--- src/hdl/vea_pkg.sv ---
// ----------------------------------------------------------------------------
// Voice envelope package
// Codes, constants and the sequencer program of the voice envelope block.
// ----------------------------------------------------------------------------
package vea_pkg;

  localparam int LEVEL_W = 23;
  localparam int PC_W    = 3;

  localparam logic [LEVEL_W-1:0] FULL_LEVEL  = LEVEL_W'(127 << 16);
  localparam logic [LEVEL_W-1:0] CUT_DEFAULT = LEVEL_W'(6 << 16);

  // Input modes
  localparam logic [1:0] MODE_TICK = 2'd0;
  localparam logic [1:0] MODE_ON   = 2'd1;
  localparam logic [1:0] MODE_OFF  = 2'd2;
  localparam logic [1:0] MODE_CUT  = 2'd3;

  // Configuration register indexes
  localparam logic [2:0] REG_ATTACK  = 3'd0;
  localparam logic [2:0] REG_DECAY   = 3'd1;
  localparam logic [2:0] REG_SUSTAIN = 3'd2;
  localparam logic [2:0] REG_FADE    = 3'd3;
  localparam logic [2:0] REG_RELEASE = 3'd4;
  localparam logic [2:0] REG_INITIAL = 3'd5;

  typedef enum logic [2:0] {
    ST_ATTACK  = 3'd0,
    ST_DECAY   = 3'd1,
    ST_SUSTAIN = 3'd2,
    ST_RELEASE = 3'd3,
    ST_FORCED  = 3'd4
  } stage_t;

  typedef enum logic [2:0] {
    OP_FETCH    = 3'd0,
    OP_MUL_VEL  = 3'd1,
    OP_MUL_CHAN = 3'd2,
    OP_STEP     = 3'd3,
    OP_CMD      = 3'd4
  } op_t;

  typedef enum logic [1:0] {
    COND_NEVER    = 2'd0,
    COND_ALWAYS   = 2'd1,
    COND_NOT_TICK = 2'd2
  } cond_t;

  typedef struct packed {
    op_t             op;
    cond_t           cond;
    logic [PC_W-1:0] target;
  } ctrl_t;

  // Program addresses
  localparam logic [PC_W-1:0] A_FETCH    = PC_W'(0);
  localparam logic [PC_W-1:0] A_MUL_VEL  = PC_W'(1);
  localparam logic [PC_W-1:0] A_MUL_CHAN = PC_W'(2);
  localparam logic [PC_W-1:0] A_STEP     = PC_W'(3);
  localparam logic [PC_W-1:0] A_CMD      = PC_W'(4);

  // A sounding tick runs the two multiplies and the level step; anything else
  // goes straight to the command step.
  function automatic ctrl_t program_rom(input logic [PC_W-1:0] addr);
    ctrl_t w;
    case (addr)
      A_FETCH:    w = '{op: OP_FETCH,    cond: COND_NOT_TICK, target: A_CMD};
      A_MUL_VEL:  w = '{op: OP_MUL_VEL,  cond: COND_NEVER,    target: A_FETCH};
      A_MUL_CHAN: w = '{op: OP_MUL_CHAN, cond: COND_NEVER,    target: A_FETCH};
      A_STEP:     w = '{op: OP_STEP,     cond: COND_ALWAYS,   target: A_FETCH};
      A_CMD:      w = '{op: OP_CMD,      cond: COND_ALWAYS,   target: A_FETCH};
      default:    w = '{op: OP_FETCH,    cond: COND_ALWAYS,   target: A_FETCH};
    endcase
    return w;
  endfunction

endpackage

--- src/hdl/vea_in_if.sv ---
// ----------------------------------------------------------------------------
// Voice envelope input channel
// Valid/ready channel carrying one envelope command or tick.
// ----------------------------------------------------------------------------
interface vea_in_if;
  logic       valid;
  logic       ready;
  logic [1:0] mode;
  logic [6:0] velocity;
  logic [7:0] channel_level;
  logic       has_channel;

  modport source (output valid, output mode, output velocity, output channel_level,
                  output has_channel, input ready);
  modport sink (input valid, input mode, input velocity, input channel_level,
                input has_channel, output ready);
endinterface

--- src/hdl/vea_out_if.sv ---
// ----------------------------------------------------------------------------
// Voice envelope result channel
// Valid/ready channel carrying the loudness and envelope state of one item.
// ----------------------------------------------------------------------------
interface vea_out_if;
  logic        valid;
  logic        ready;
  logic [7:0]  loudness;
  logic [22:0] level;
  logic [2:0]  stage;
  logic        finished;
  logic        voice_active;

  modport source (output valid, output loudness, output level, output stage,
                  output finished, output voice_active, input ready);
  modport sink (input valid, input loudness, input level, input stage,
                input finished, input voice_active, output ready);
endinterface

--- src/hdl/voice_envelope_adsr.sv ---
// ----------------------------------------------------------------------------
// Voice envelope generator
// Envelope level and loudness of one synthesiser voice, run by a small
// microcoded sequencer over a shared multiplier and one add/compare unit.
// ----------------------------------------------------------------------------
// Usage:
//   req carries ticks, note-on, note-off and cut commands; every transfer on
//   req gives exactly one transfer on rsp. The six envelope registers are to
//   be written through cfg_we/cfg_index/cfg_data only while no item is in
//   flight; the block itself does not enforce this. A tick of a sounding
//   voice runs fetch, velocity multiply, channel multiply, then the level
//   step, which loads the result register. The two multiplies share one
//   14x8 multiplier. Commands and ticks of an idle voice run fetch, then the
//   command step. The result register is separate from the sequencer, so
//   the next item is fetched while a result waits; a stalled receiver
//   holds the sequencer only in its final step, until the result register
//   is free. Reset clears the registers to zero and leaves the voice idle
//   in attack.
// ----------------------------------------------------------------------------
module voice_envelope_adsr (
  input  logic              clk,
  input  logic              rst,
  vea_in_if.sink            req,
  vea_out_if.source         rsp,
  input  logic              cfg_we,
  input  logic [2:0]        cfg_index,
  input  logic [23:0]       cfg_data
);

  localparam int LW = vea_pkg::LEVEL_W;

  // Configuration
  logic [LW-1:0]        attack_step;
  logic [LW-1:0]        decay_step;
  logic [LW-1:0]        sustain_level;
  logic signed [LW:0]   fade_step;
  logic [LW-1:0]        release_step;
  logic [LW-1:0]        initial_level;

  // Voice state
  logic [LW-1:0]        env_level;
  vea_pkg::stage_t      env_stage;
  logic [6:0]           note_vel;
  logic                 sounding;

  // Fetched item and datapath registers
  logic [1:0]           cur_mode;
  logic [6:0]           cur_vel;
  logic [7:0]           cur_chan;
  logic                 cur_has_chan;
  logic [13:0]          prod;
  logic [7:0]           loud;

  logic [vea_pkg::PC_W-1:0] pc;
  logic [vea_pkg::PC_W-1:0] pc_next;
  vea_pkg::ctrl_t       ctrl;

  logic                 out_valid;

  logic [1:0]           in_mode;
  logic                 slot_free;
  logic                 commit;
  logic                 advance;
  logic                 take;

  logic [13:0]          mul_a;
  logic [7:0]           mul_b;
  logic [21:0]          mul_p;

  logic signed [LW+1:0] addend;
  logic signed [LW+1:0] sum;
  logic [LW-1:0]        level_next;
  vea_pkg::stage_t      stage_next;
  logic                 sounding_next;
  logic                 fin_next;
  logic [6:0]           vel_next;
  logic [7:0]           loud_next;

  assign ctrl      = vea_pkg::program_rom(pc);
  assign req.ready = (ctrl.op == vea_pkg::OP_FETCH);
  assign slot_free = !out_valid || rsp.ready;
  assign commit    = (ctrl.op == vea_pkg::OP_STEP || ctrl.op == vea_pkg::OP_CMD) && slot_free;
  assign rsp.valid = out_valid;

  // A note-on with zero velocity is a note-off.
  assign in_mode = (req.mode == vea_pkg::MODE_ON && req.velocity == 7'd0) ?
                   vea_pkg::MODE_OFF : req.mode;

  always_comb begin
    case (ctrl.op)
      vea_pkg::OP_FETCH:                     advance = req.valid;
      vea_pkg::OP_STEP, vea_pkg::OP_CMD:     advance = slot_free;
      default:                               advance = 1'b1;
    endcase
    case (ctrl.cond)
      vea_pkg::COND_ALWAYS:   take = 1'b1;
      vea_pkg::COND_NOT_TICK: take = !(in_mode == vea_pkg::MODE_TICK && sounding);
      default:                take = 1'b0;
    endcase
    if (!advance) begin
      pc_next = pc;
    end else if (take) begin
      pc_next = ctrl.target;
    end else begin
      pc_next = pc + 1'b1;
    end
  end

  // Shared multiplier: velocity times whole level, then times channel volume.
  always_comb begin
    if (ctrl.op == vea_pkg::OP_MUL_CHAN) begin
      mul_a = prod;
      mul_b = cur_chan;
    end else begin
      mul_a = {7'd0, env_level[LW-1:16]};
      mul_b = {1'b0, note_vel};
    end
    mul_p = mul_a * mul_b;
  end

  // Level step: one signed add, then the compares of the current stage; the command step applies the fetched command.
  always_comb begin
    case (env_stage)
      vea_pkg::ST_ATTACK:  addend = $signed({2'b00, attack_step});
      vea_pkg::ST_DECAY:   addend = -$signed({2'b00, decay_step});
      vea_pkg::ST_SUSTAIN: addend = -(LW+2)'(fade_step);
      vea_pkg::ST_RELEASE: addend = -$signed({2'b00, release_step});
      vea_pkg::ST_FORCED:  addend = (release_step == '0) ?
                                    -$signed({2'b00, vea_pkg::CUT_DEFAULT}) :
                                    -$signed({2'b00, release_step});
      default:             addend = '0;
    endcase
    sum = $signed({2'b00, env_level}) + addend;

    level_next    = env_level;
    stage_next    = env_stage;
    sounding_next = sounding;
    fin_next      = 1'b0;
    vel_next      = note_vel;
    loud_next     = 8'd0;

    if (ctrl.op == vea_pkg::OP_STEP) begin
      loud_next  = loud;
      level_next = sum[LW-1:0];
      case (env_stage)
        vea_pkg::ST_ATTACK: begin
          if (sum >= $signed({2'b00, vea_pkg::FULL_LEVEL})) begin
            level_next = vea_pkg::FULL_LEVEL;
            stage_next = vea_pkg::ST_DECAY;
          end
        end
        vea_pkg::ST_DECAY: begin
          if (sum <= $signed({2'b00, sustain_level})) begin
            level_next = sustain_level;
            stage_next = vea_pkg::ST_SUSTAIN;
          end
        end
        vea_pkg::ST_SUSTAIN: begin
          if (sum >= $signed({2'b00, vea_pkg::FULL_LEVEL})) begin
            level_next = vea_pkg::FULL_LEVEL;
          end else if (sum <= 0) begin
            level_next = '0;
            fin_next   = 1'b1;
          end
        end
        vea_pkg::ST_RELEASE, vea_pkg::ST_FORCED: begin
          if (sum <= 0) begin
            level_next = '0;
            fin_next   = 1'b1;
          end
        end
        default: level_next = env_level;
      endcase
      if (fin_next) begin
        sounding_next = 1'b0;
      end
    end else begin
      case (cur_mode)
        vea_pkg::MODE_ON: begin
          vel_next      = cur_vel;
          level_next    = initial_level;
          stage_next    = vea_pkg::ST_ATTACK;
          sounding_next = 1'b1;
        end
        vea_pkg::MODE_OFF: begin
          if (sounding) begin
            stage_next = vea_pkg::ST_RELEASE;
          end
        end
        vea_pkg::MODE_CUT: begin
          if (sounding) begin
            stage_next = vea_pkg::ST_FORCED;
          end
        end
        default: stage_next = env_stage;
      endcase
    end
  end

  always_ff @(posedge clk) begin
    if (rst) begin
      pc            <= vea_pkg::A_FETCH;
      out_valid     <= 1'b0;
      attack_step   <= '0;
      decay_step    <= '0;
      sustain_level <= '0;
      fade_step     <= '0;
      release_step  <= '0;
      initial_level <= '0;
      env_level     <= '0;
      env_stage     <= vea_pkg::ST_ATTACK;
      note_vel      <= '0;
      sounding      <= 1'b0;
    end else begin
      pc <= pc_next;

      if (cfg_we) begin
        case (cfg_index)
          vea_pkg::REG_ATTACK:  attack_step   <= cfg_data[LW-1:0];
          vea_pkg::REG_DECAY:   decay_step    <= cfg_data[LW-1:0];
          vea_pkg::REG_SUSTAIN: sustain_level <= cfg_data[LW-1:0];
          vea_pkg::REG_FADE:    fade_step     <= $signed(cfg_data[LW:0]);
          vea_pkg::REG_RELEASE: release_step  <= cfg_data[LW-1:0];
          vea_pkg::REG_INITIAL: initial_level <= cfg_data[LW-1:0];
          default: ;
        endcase
      end

      // The result register fills on a commit and empties on a transfer.
      out_valid <= commit || (out_valid && !rsp.ready);

      case (ctrl.op)
        vea_pkg::OP_FETCH: begin
          if (req.valid) begin
            cur_mode     <= in_mode;
            cur_vel      <= req.velocity;
            cur_chan     <= req.channel_level;
            cur_has_chan <= req.has_channel;
          end
        end
        vea_pkg::OP_MUL_VEL: begin
          prod <= mul_p[13:0];
        end
        vea_pkg::OP_MUL_CHAN: begin
          loud <= cur_has_chan ? mul_p[21:14] : {1'b0, prod[13:7]};
        end
        vea_pkg::OP_STEP, vea_pkg::OP_CMD: begin
          if (slot_free) begin
            env_level        <= level_next;
            env_stage        <= stage_next;
            sounding         <= sounding_next;
            note_vel         <= vel_next;
            rsp.loudness     <= loud_next;
            rsp.level        <= level_next;
            rsp.stage        <= stage_next;
            rsp.finished     <= fin_next;
            rsp.voice_active <= sounding_next;
          end
        end
        default: ;
      endcase
    end
  end

endmodule

--- src/flat_wrapper.sv ---
// flat-port wrapper written by rule: the top's interface ports become plain ports
module voice_envelope_adsr_flat 
  (clk, rst, cfg_we, cfg_index, cfg_data, req_valid, req_mode, req_velocity, req_channel_level, req_has_channel, req_ready, rsp_valid, rsp_loudness, rsp_level, rsp_stage, rsp_finished, rsp_voice_active, rsp_ready);
  vea_in_if req_i ();
  vea_out_if rsp_i ();
  input  logic clk;
  input  logic rst;
  input  logic cfg_we;
  input  logic [2:0] cfg_index;
  input  logic [23:0] cfg_data;
  input wire logic [$bits(req_i.valid)-1:0] req_valid;
  input wire logic [$bits(req_i.mode)-1:0] req_mode;
  input wire logic [$bits(req_i.velocity)-1:0] req_velocity;
  input wire logic [$bits(req_i.channel_level)-1:0] req_channel_level;
  input wire logic [$bits(req_i.has_channel)-1:0] req_has_channel;
  output wire logic [$bits(req_i.ready)-1:0] req_ready;
  output wire logic [$bits(rsp_i.valid)-1:0] rsp_valid;
  output wire logic [$bits(rsp_i.loudness)-1:0] rsp_loudness;
  output wire logic [$bits(rsp_i.level)-1:0] rsp_level;
  output wire logic [$bits(rsp_i.stage)-1:0] rsp_stage;
  output wire logic [$bits(rsp_i.finished)-1:0] rsp_finished;
  output wire logic [$bits(rsp_i.voice_active)-1:0] rsp_voice_active;
  input wire logic [$bits(rsp_i.ready)-1:0] rsp_ready;
  assign req_i.valid = req_valid;
  assign req_i.mode = req_mode;
  assign req_i.velocity = req_velocity;
  assign req_i.channel_level = req_channel_level;
  assign req_i.has_channel = req_has_channel;
  assign req_ready = req_i.ready;
  assign rsp_valid = rsp_i.valid;
  assign rsp_loudness = rsp_i.loudness;
  assign rsp_level = rsp_i.level;
  assign rsp_stage = rsp_i.stage;
  assign rsp_finished = rsp_i.finished;
  assign rsp_voice_active = rsp_i.voice_active;
  assign rsp_i.ready = rsp_ready;
  voice_envelope_adsr u_core (.clk(clk), .rst(rst), .req(req_i), .rsp(rsp_i), .cfg_we(cfg_we), .cfg_index(cfg_index), .cfg_data(cfg_data));
endmodule
--- config.mk ---
export PLATFORM = sky130hd
export DESIGN_NAME = voice_envelope_adsr_flat
export DESIGN_NICKNAME = d
export VERILOG_FILES = /design/src/hdl/vea_pkg.sv /design/src/hdl/vea_in_if.sv /design/src/hdl/vea_out_if.sv /design/src/hdl/voice_envelope_adsr.sv /design/src/flat_wrapper.sv
export SDC_FILE = /design/constraint.sdc
export NUM_CORES = 1
export LEC_CHECK = 0
export BUFFER_PORTS_ARGS = -buffer_cell sky130_fd_sc_hd__buf_2
export CAP_MARGIN = 40
export CORE_UTILIZATION = 23
export CTS_CLUSTER_SIZE = 30
export DETAILED_ROUTE_END_ITERATION = 6
export SLEW_MARGIN = 30
export SYNTH_ARGS = -nofsm -noshare
export SYNTH_HDL_FRONTEND = slang
export SYNTH_SLANG_ARGS = --single-unit
--- constraint.sdc ---
create_clock -name clk -period 12 [get_ports clk]
set_input_delay 3.6 -clock clk [delete_from_list [all_inputs] [get_ports clk]]
set_output_delay 3.6 -clock clk [all_outputs]
set_load 0.02 [all_outputs]
==> metrics.csv, run 1 <==
stage,metric,value,unit
run_status,status,"complete, no violations",
setup_path,Crit path arrival time,8.07,ns
setup_path,Critical Path Fanout Max,57,
sta,Max Fclk,129,MHz
route,top layer used by detailed routing,met5,
yosys,Yosys cell types,82,
route,WL/cell,17.9,um
die,Die ar.,76800,sq um
die,die height,277,um
route,met3 WL,3.48,mm
clock_tree,PostCTS Resize Cnt,0,
grt,GR Overflow Total,0,
die,Die X,277,um
route,WL met1,25.2,mm
clock_tree,Post-CTS Hold Buffers,0,
yosys,complex-gate fraction of the synthesized area,17.0,%
route,Final ANT Viol Nets,0,
sta,RSZ-0062 raised after global routing,no,
die,Placeable Area,74700,sq um
grt,initial antenna violation count,3,
clock_tree,maximum clock insertion buffer count,3,
yosys,YS warnings,0,
sta,max-slew violations,0,
route,drt drc,0,
sta,WHS,0.456,ns
min_path,Min-Delay Path Depth,2,
setup_path,Startpoint Class,flip-flop,
place,GPL Wtd Cong,0.934,
cells_and_area,most frequent cells in the layout,"nand2_1 (438), a21oi_1 (205), dfxtp_1 (176)",
route,met2 WL,26.0,mm
sta,Final period util,64.8,%
power_and_ir_drop,LEAKAGE,8.13,nW
run,maxcap violations,0,
yosys,ranking of synthesized cells by area,"dfxtp_1 (20%), edfxtp_1 (13%), nand2_1 (9.5%), fa_1 (8.4%), ha_1 (7.0%)",
place,Buffers on Ports,87,
sta,worst slew pin tran,0.831,ns
cells_and_area,Layout area overhead,15.3,%
clock_tree,setup bufs post-CTS,0,
yosys,post-synthesis xor/xnor area fraction,4.48,%
yosys,multiplexer share of the synthesized area,2.36,%
setup_path,critical path data required time,12.29,ns
yosys,Synth Area in Adders,15.4,%
yosys,Main synth FF type,dfxtp_1,
setup_path,Setup crit end kind,flip-flop,
yosys,main combinational cell family by area after synthesis,simple AND/OR/NAND/NOR gates,
sta,setup_tns,0,ns
route,drt first pass iters,5,
clock_tree,CTS H-tree lvls,1,
die,row count,100,
grt,number of global-route vias before repair,14600,
die,I/O pin total,88,
clock_tree,Num Clock Sinks,253,
route,via count,15200,
yosys,#FFs+latches synth,253,
yosys,Async SR Flop Fraction,0,%
sta,setup violators final,0,
cells_and_area,fraction of layout cells with a size suffix above 1,10.1,%
sta,Final Hold Viols,0,
yosys,Synth Area in Simple Gates,22.0,%
grt,first-pass GRT wire length,86.4,mm
clock_tree,Root Driver,clkbuf_16,
route,drt via density,4.83,
yosys,Synth Area per Inst,8.29,sq um
cells_and_area,fin nets,2365,
sta,clock skew,0.0838,ns
yosys,share of the synthesized area in the top cell type,20.4,%
yosys,"Cell Area, Synth",17400,sq um
sta,Slew headroom,44.0,%
min_path,hold crit path type,reg -> reg,
yosys,Synth area leader,dfxtp_1,
yosys,register area share after synthesis,33.5,%
grt,gr usage total,14.3,%
grt,largest net degree at the start of global routing,127,
setup_path,Crit Path Category,reg -> reg,
die,Initial Util,23.3,%
power_and_ir_drop,Worst VDD drop,0.000110,V
sta,min Tclk post-route,7.77,ns
clock_tree,clock-pin slew of the registers on the worst-case setup and hold paths,0.07,ns
yosys,Synth Instances,2098,
power_and_ir_drop,pwr/cell area,163,nW/um^2
clock_tree,worst skew pair latency,0.62,ns
route,Initial DRC Count,1272,
yosys,Post-synth EDFFs,76,
place,DP HPWL,42.5,mm
yosys,syn nets,2319,
setup_path,Worst R2R Path Depth,24,
route,drt total wl,56.2,mm
cells_and_area,"commonest non-fill, non-tap cell in the layout",nand2_1,
clock_tree,CTS tree,done,
clock_tree,clock buffers created by TritonCTS,28,
-- per-layer routing --
metal	up-vias	global-route usage, %
li1	7380	-
met1	7217	19.1
met2	480	23.4
met3	81	2.31
met4	2	4.49
met5	-	0
-- final timing paths --
path | startpoint | end | slack, ns
setup / recovery | u_core.pc[1]$_SDFFE_PP0P_ | u_core.loud[6]$_DFFE_PP_ | 4.23
hold / removal | u_core.note_vel[5]$_SDFFE_PP0P_ | u_core.note_vel[5]$_SDFFE_PP0P_ | 0.46
setup reg to reg | u_core.pc[1]$_SDFFE_PP0P_ | u_core.loud[6]$_DFFE_PP_ | 4.23
hold reg to reg | u_core.note_vel[5]$_SDFFE_PP0P_ | u_core.note_vel[5]$_SDFFE_PP0P_ | 0.46
-- power breakdown --
part           total, mW  internal [mW]  switching (mW)
logic               1.23          0.435           0.798
registers           1.05          0.967          0.0796
clock network      0.997          0.600           0.397
total               3.28           2.00            1.27
-- critical path, stage by stage, from the launching register on --
cell,delay (ns)
dfxtp_1,0.40
inv_1,0.11
ha_1,0.24
nor4_2,0.21
buf_4,0.53
mux2i_1,0.70
nor2_1,0.17
fa_1,0.43
inv_1,0.09
fa_1,0.39
inv_1,0.08
fa_1,0.44
fa_1,0.50
ha_1,0.35
inv_1,0.06
o21ai_0,0.08
a21oi_1,0.26
o21ai_0,0.19
a211o_1,0.34
a2111oi_0,0.69
nor3_1,0.20
or3_1,0.43
a31oi_1,0.25
xnor2_1,0.09
mux2_2,0.26
-- synth_stat cells (28+ instances only) --
| master | count |
|---|---|
| nand2_1 | 439 |
| a21oi_1 | 205 |
| dfxtp_1 | 177 |
| inv_1 | 137 |
| nor2_1 | 134 |
| ha_1 | 98 |
| clkbuf_1 | 81 |
| edfxtp_1 | 76 |
| fa_1 | 73 |
| xnor2_1 | 58 |
| o21ai_0 | 53 |
| nand3_1 | 46 |
| nor3_1 | 42 |
| xor2_1 | 31 |
| and2_1 | 28 |
-- cell type report --
class                      count  area (sq um)
sequential                   253          5830
clock inverter                15           246
clock buffer                  37           827
antenna                        1          2.50
inverter                     138           520
fill                        7932         54600
multi-input combinational   1607         10700
timing repair buffer         116           706
tap                          969          1210
-- registers in the layout, summed over array words and instances, names as in the netlist, 14 cells and up --
register              cells
u_core.rsp.level         23
u_core.attack_step       23
u_core.initial_level     23
u_core.fade_step         24
u_core.prod              14
u_core.release_step      23
u_core.env_level         23
u_core.sustain_level     23
u_core.decay_step        23
-- stage by stage --
step	instance area, sq um	utilization (%)	std cells	setup slack [ns]	total power [mW]
final	20100	26.8	3136	4.23	3.28
after global routing	20100	26.8	3136	3.57	3.46
after CTS	20000	26.8	3131	4.26	3.29
after detailed placement	18900	25.4	3079	4.28	2.28
after global placement	18800	25.2	3071	4.32	2.27
after floorplan	17400	-	2098	5.24	1.89
-- cell families (layout without fill, tap and decap cells) --
logic type                 count (synthesis)  in the layout
DFF                                      253            253
adders and majority gates                171            171
and+or+nand+nor                          844            844
muxes                                     38             38
xor gates and xnor gates                  89             89
other                                      0              1
buffers and inverters                    238            306
AOI/OAI and AO/OA                        465            465
Note: power is estimated with default switching activity, not from simulation.
==> run 2: changes to the inputs <==
- clock period: 12 -> 7.25 ns (I/O delays scaled with it)
==> metrics.csv, run 2 (same netlist as run 1, synthesis figures left out) <==
stage,metric,value,unit,change
setup_path,slowest CP cell,fa_1,,
place,DP HPWL,42.9,mm,+1.0%
setup_path,Crit Path Category,reg -> reg,,
cells_and_area,fin area,20600,sq um,+2.7%
cells_and_area,Reg with most FFs,u_core.fade_step,,
die,Die X,277,um,unchanged
setup_path,crit-path cells,"ha_1, ha_1, nor4_4, buf_12, mux2i_1, or2_2, fa_1, fa_1, inv_1, fa_1, fa_1, ha_1, a21oi_2, o21ai_0, a211o_1, a2111oi_1, buf_4, nor3_1, or3_1, a31oi_1, xnor2_1, mux2_2",,
grt,initial antenna violation count,2,,-1
sta,Max Fclk,145,MHz,+13%
place,GPL Wtd Cong,0.963,,+3.1%
route,Initial DRC Count,1270,,-0.16%
die,die height,277,um,unchanged
cells_and_area,most frequent cells in the layout,"nand2_1 (437), a21oi_1 (204), dfxtp_1 (176)",,
sta,worst slew pin tran,0.804,ns,-0.0271 ns
sta,min Tclk post-route,6.89,ns,-0.888 ns
power_and_ir_drop,Worst VDD drop,0.000167,V,+51%
die,Initial Util,23.3,%,unchanged
power_and_ir_drop,pwr/cell area,267,nW/um^2,+64%
power_and_ir_drop,LEAKAGE,8.40,nW,+3.4%
route,WL/cell,17.6,um,-1.9%
die,row count,100,,unchanged
route,drt via density,4.85,,+0.24%
place,Placed Cells,3128,,+1.6%
sta,max-slew violations,0,,unchanged
setup_path,FF-to-FF setup slack,0.36,ns,-3.86 ns
route,drt drc,0,,unchanged
sta,RSZ-0062 raised after global routing,no,,
setup_path,crit-path most repeated cell,fa_1,,
sta,setup_tns,0,ns,unchanged
die,Die ar.,76800,sq um,unchanged
cells_and_area,"commonest non-fill, non-tap cell in the layout",nand2_1,,
setup_path,Startpoint Class,flip-flop,,
grt,GR Overflow Total,0,,unchanged
setup_path,critical path data required time,7.56,ns,-4.73 ns
clock_tree,clock buffers created by TritonCTS,27,,-3.6%
sta,Slew headroom,46.2,%,+2.2 points
setup_path,Crit path arrival time,7.19,ns,-0.88 ns
die,I/O pin total,88,,unchanged
route,drt first pass iters,6,,+1
run,maxcap violations,0,,unchanged
cells_and_area,fraction of layout cells with a size suffix above 1,13.1,%,+3.0 points
setup_path,Crit path largest cell delay,0.50,ns,-0.20 ns
cells_and_area,"non-filler cells, final",3188,,+1.7%
run_status,status,"complete, no violations",,
setup_path,CP top delay family,adder cells,,
min_path,hold crit path type,reg -> reg,,
clock_tree,Num Clock Sinks,253,,unchanged
clock_tree,worst skew pair latency,0.59,ns,-0.03 ns
sta,setup violators final,0,,unchanged
clock_tree,maximum clock insertion buffer count,3,,unchanged
route,via count,15400,,+1.9%
setup_path,Setup crit end kind,flip-flop,,
clock_tree,CTS tree,done,,
grt,first-pass GRT wire length,86.2,mm,-0.30%
cells_and_area,fin nets,2418,,+2.2%
sta,Final period util,95.0,%,+30 points
sta,clock skew,0.0409,ns,-0.0430 ns
route,Final ANT Viol Nets,0,,unchanged
grt,largest net degree at the start of global routing,64,,-50%
die,Placeable Area,74700,sq um,unchanged
clock_tree,clock-pin slew of the registers on the worst-case setup and hold paths,0.06,ns,about the same
cells_and_area,Layout area overhead,18.3,%,
clock_tree,Post-CTS Hold Buffers,0,,unchanged
grt,gr usage total,14.2,%,-0.094 points
cells_and_area,Fill cells,7916,,-0.20%
grt,number of global-route vias before repair,14900,,+2.1%
clock_tree,CTS H-tree lvls,1,,unchanged
place,Buffers on Ports,87,,unchanged
clock_tree,Root Driver,clkbuf_16,,
setup_path,crit path buf inv count,3,,-2
setup_path,Critical Path Fanout Max,19,,-67%
cells_and_area,max reg flops,24,,unchanged
place,area of placed instances,19300,sq um,+2.0%
route,drt total wl,56.0,mm,-0.32%
sta,Final Hold Viols,0,,unchanged
run 2: changes by cell type in the layout (fill, tap and decap cells not counted), sizes merged:
| cell | change |
|---|---|
| buf | +54 |
| inv | -1 |
| clkbuf | +3 |
| clkinv | -4 |
run 2: timing repair:
action,4_1_cts,5_1_grt
resized for setup,0,32
setup buffers,0,6
hold endpoints to repair,0,0
endpoints found under the setup margin,0,54
run 2: per-layer routing:
metal / GRT usage [%] / routed length, um / vias up
li1: - / - / 7485
met1: 18.9 / 24700 / 7382
met2: 23.2 / 25900 / 480
met3: 2.14 / 3580 / 99
met4: 5.20 / 1850 / 2
met5: 0 / 9 / -
run 2: metrics by stage:
stage | utilization (%) | power (mW) | worst slack (ns) | hold slack, ns
5_1_grt | 27.6 | 5.81 | 0.00819 | 0.471
3_3_place_gp | 25.7 | 3.84 | 0.0896 | 0.442
4_1_cts | 27.2 | 5.44 | 0.0261 | 0.456
3_5_place_dp | 25.9 | 3.86 | 0.0462 | 0.448
2_1_floorplan | - | 3.13 | 0.491 | 0.433
6_report | 27.6 | 5.51 | 0.364 | 0.454
run 2: area by class of cell:
type	instances	area (sq um)	share of cell area, %
clock buffers	40	796	3.86
flip-flops and latches	253	5830	28.3
repair buffers	170	1140	5.55
multi-input cells	1607	10900	52.9
clock inverters	10	205	0.997
well taps	969	1210	5.89
diodes	1	2.50	0.0122
inverters	138	520	2.53
run 2: power by group:
part / leakage, nW / total [mW] / internal [mW] / switching, mW
registers: 2.15 / 1.72 / 1.60 / 0.120
logic: 5.76 / 2.22 / 0.844 / 1.38
clock network: 0.487 / 1.56 / 0.947 / 0.616
run 2: worst paths after layout:
kind                                                      start                         endpoint  cells after the start
worst max register to register        u_core.pc[0]$_SDFFE_PP0P_         u_core.loud[6]$_DFFE_PP_                     22
worst max-delay path                  u_core.pc[0]$_SDFFE_PP0P_         u_core.loud[6]$_DFFE_PP_                     22
worst min-delay path            u_core.note_vel[6]$_SDFFE_PP0P_  u_core.note_vel[6]$_SDFFE_PP0P_                      2
worst min register to register  u_core.note_vel[6]$_SDFFE_PP0P_  u_core.note_vel[6]$_SDFFE_PP0P_                      2
run 2: worst reg2reg max path: stages (launching register included):
cell and delay, ns:
dfxtp_1 0.34, ha_1 0.22, ha_1 0.24, nor4_4 0.31
buf_12 0.22, mux2i_1 0.50, or2_2 0.22, fa_1 0.40
fa_1 0.49, inv_1 0.06, fa_1 0.50, fa_1 0.49
ha_1 0.34, a21oi_2 0.25, o21ai_0 0.17, a211o_1 0.34
a2111oi_1 0.36, buf_4 0.18, nor3_1 0.07, or3_1 0.39
a31oi_1 0.21, xnor2_1 0.08, mux2_2 0.25
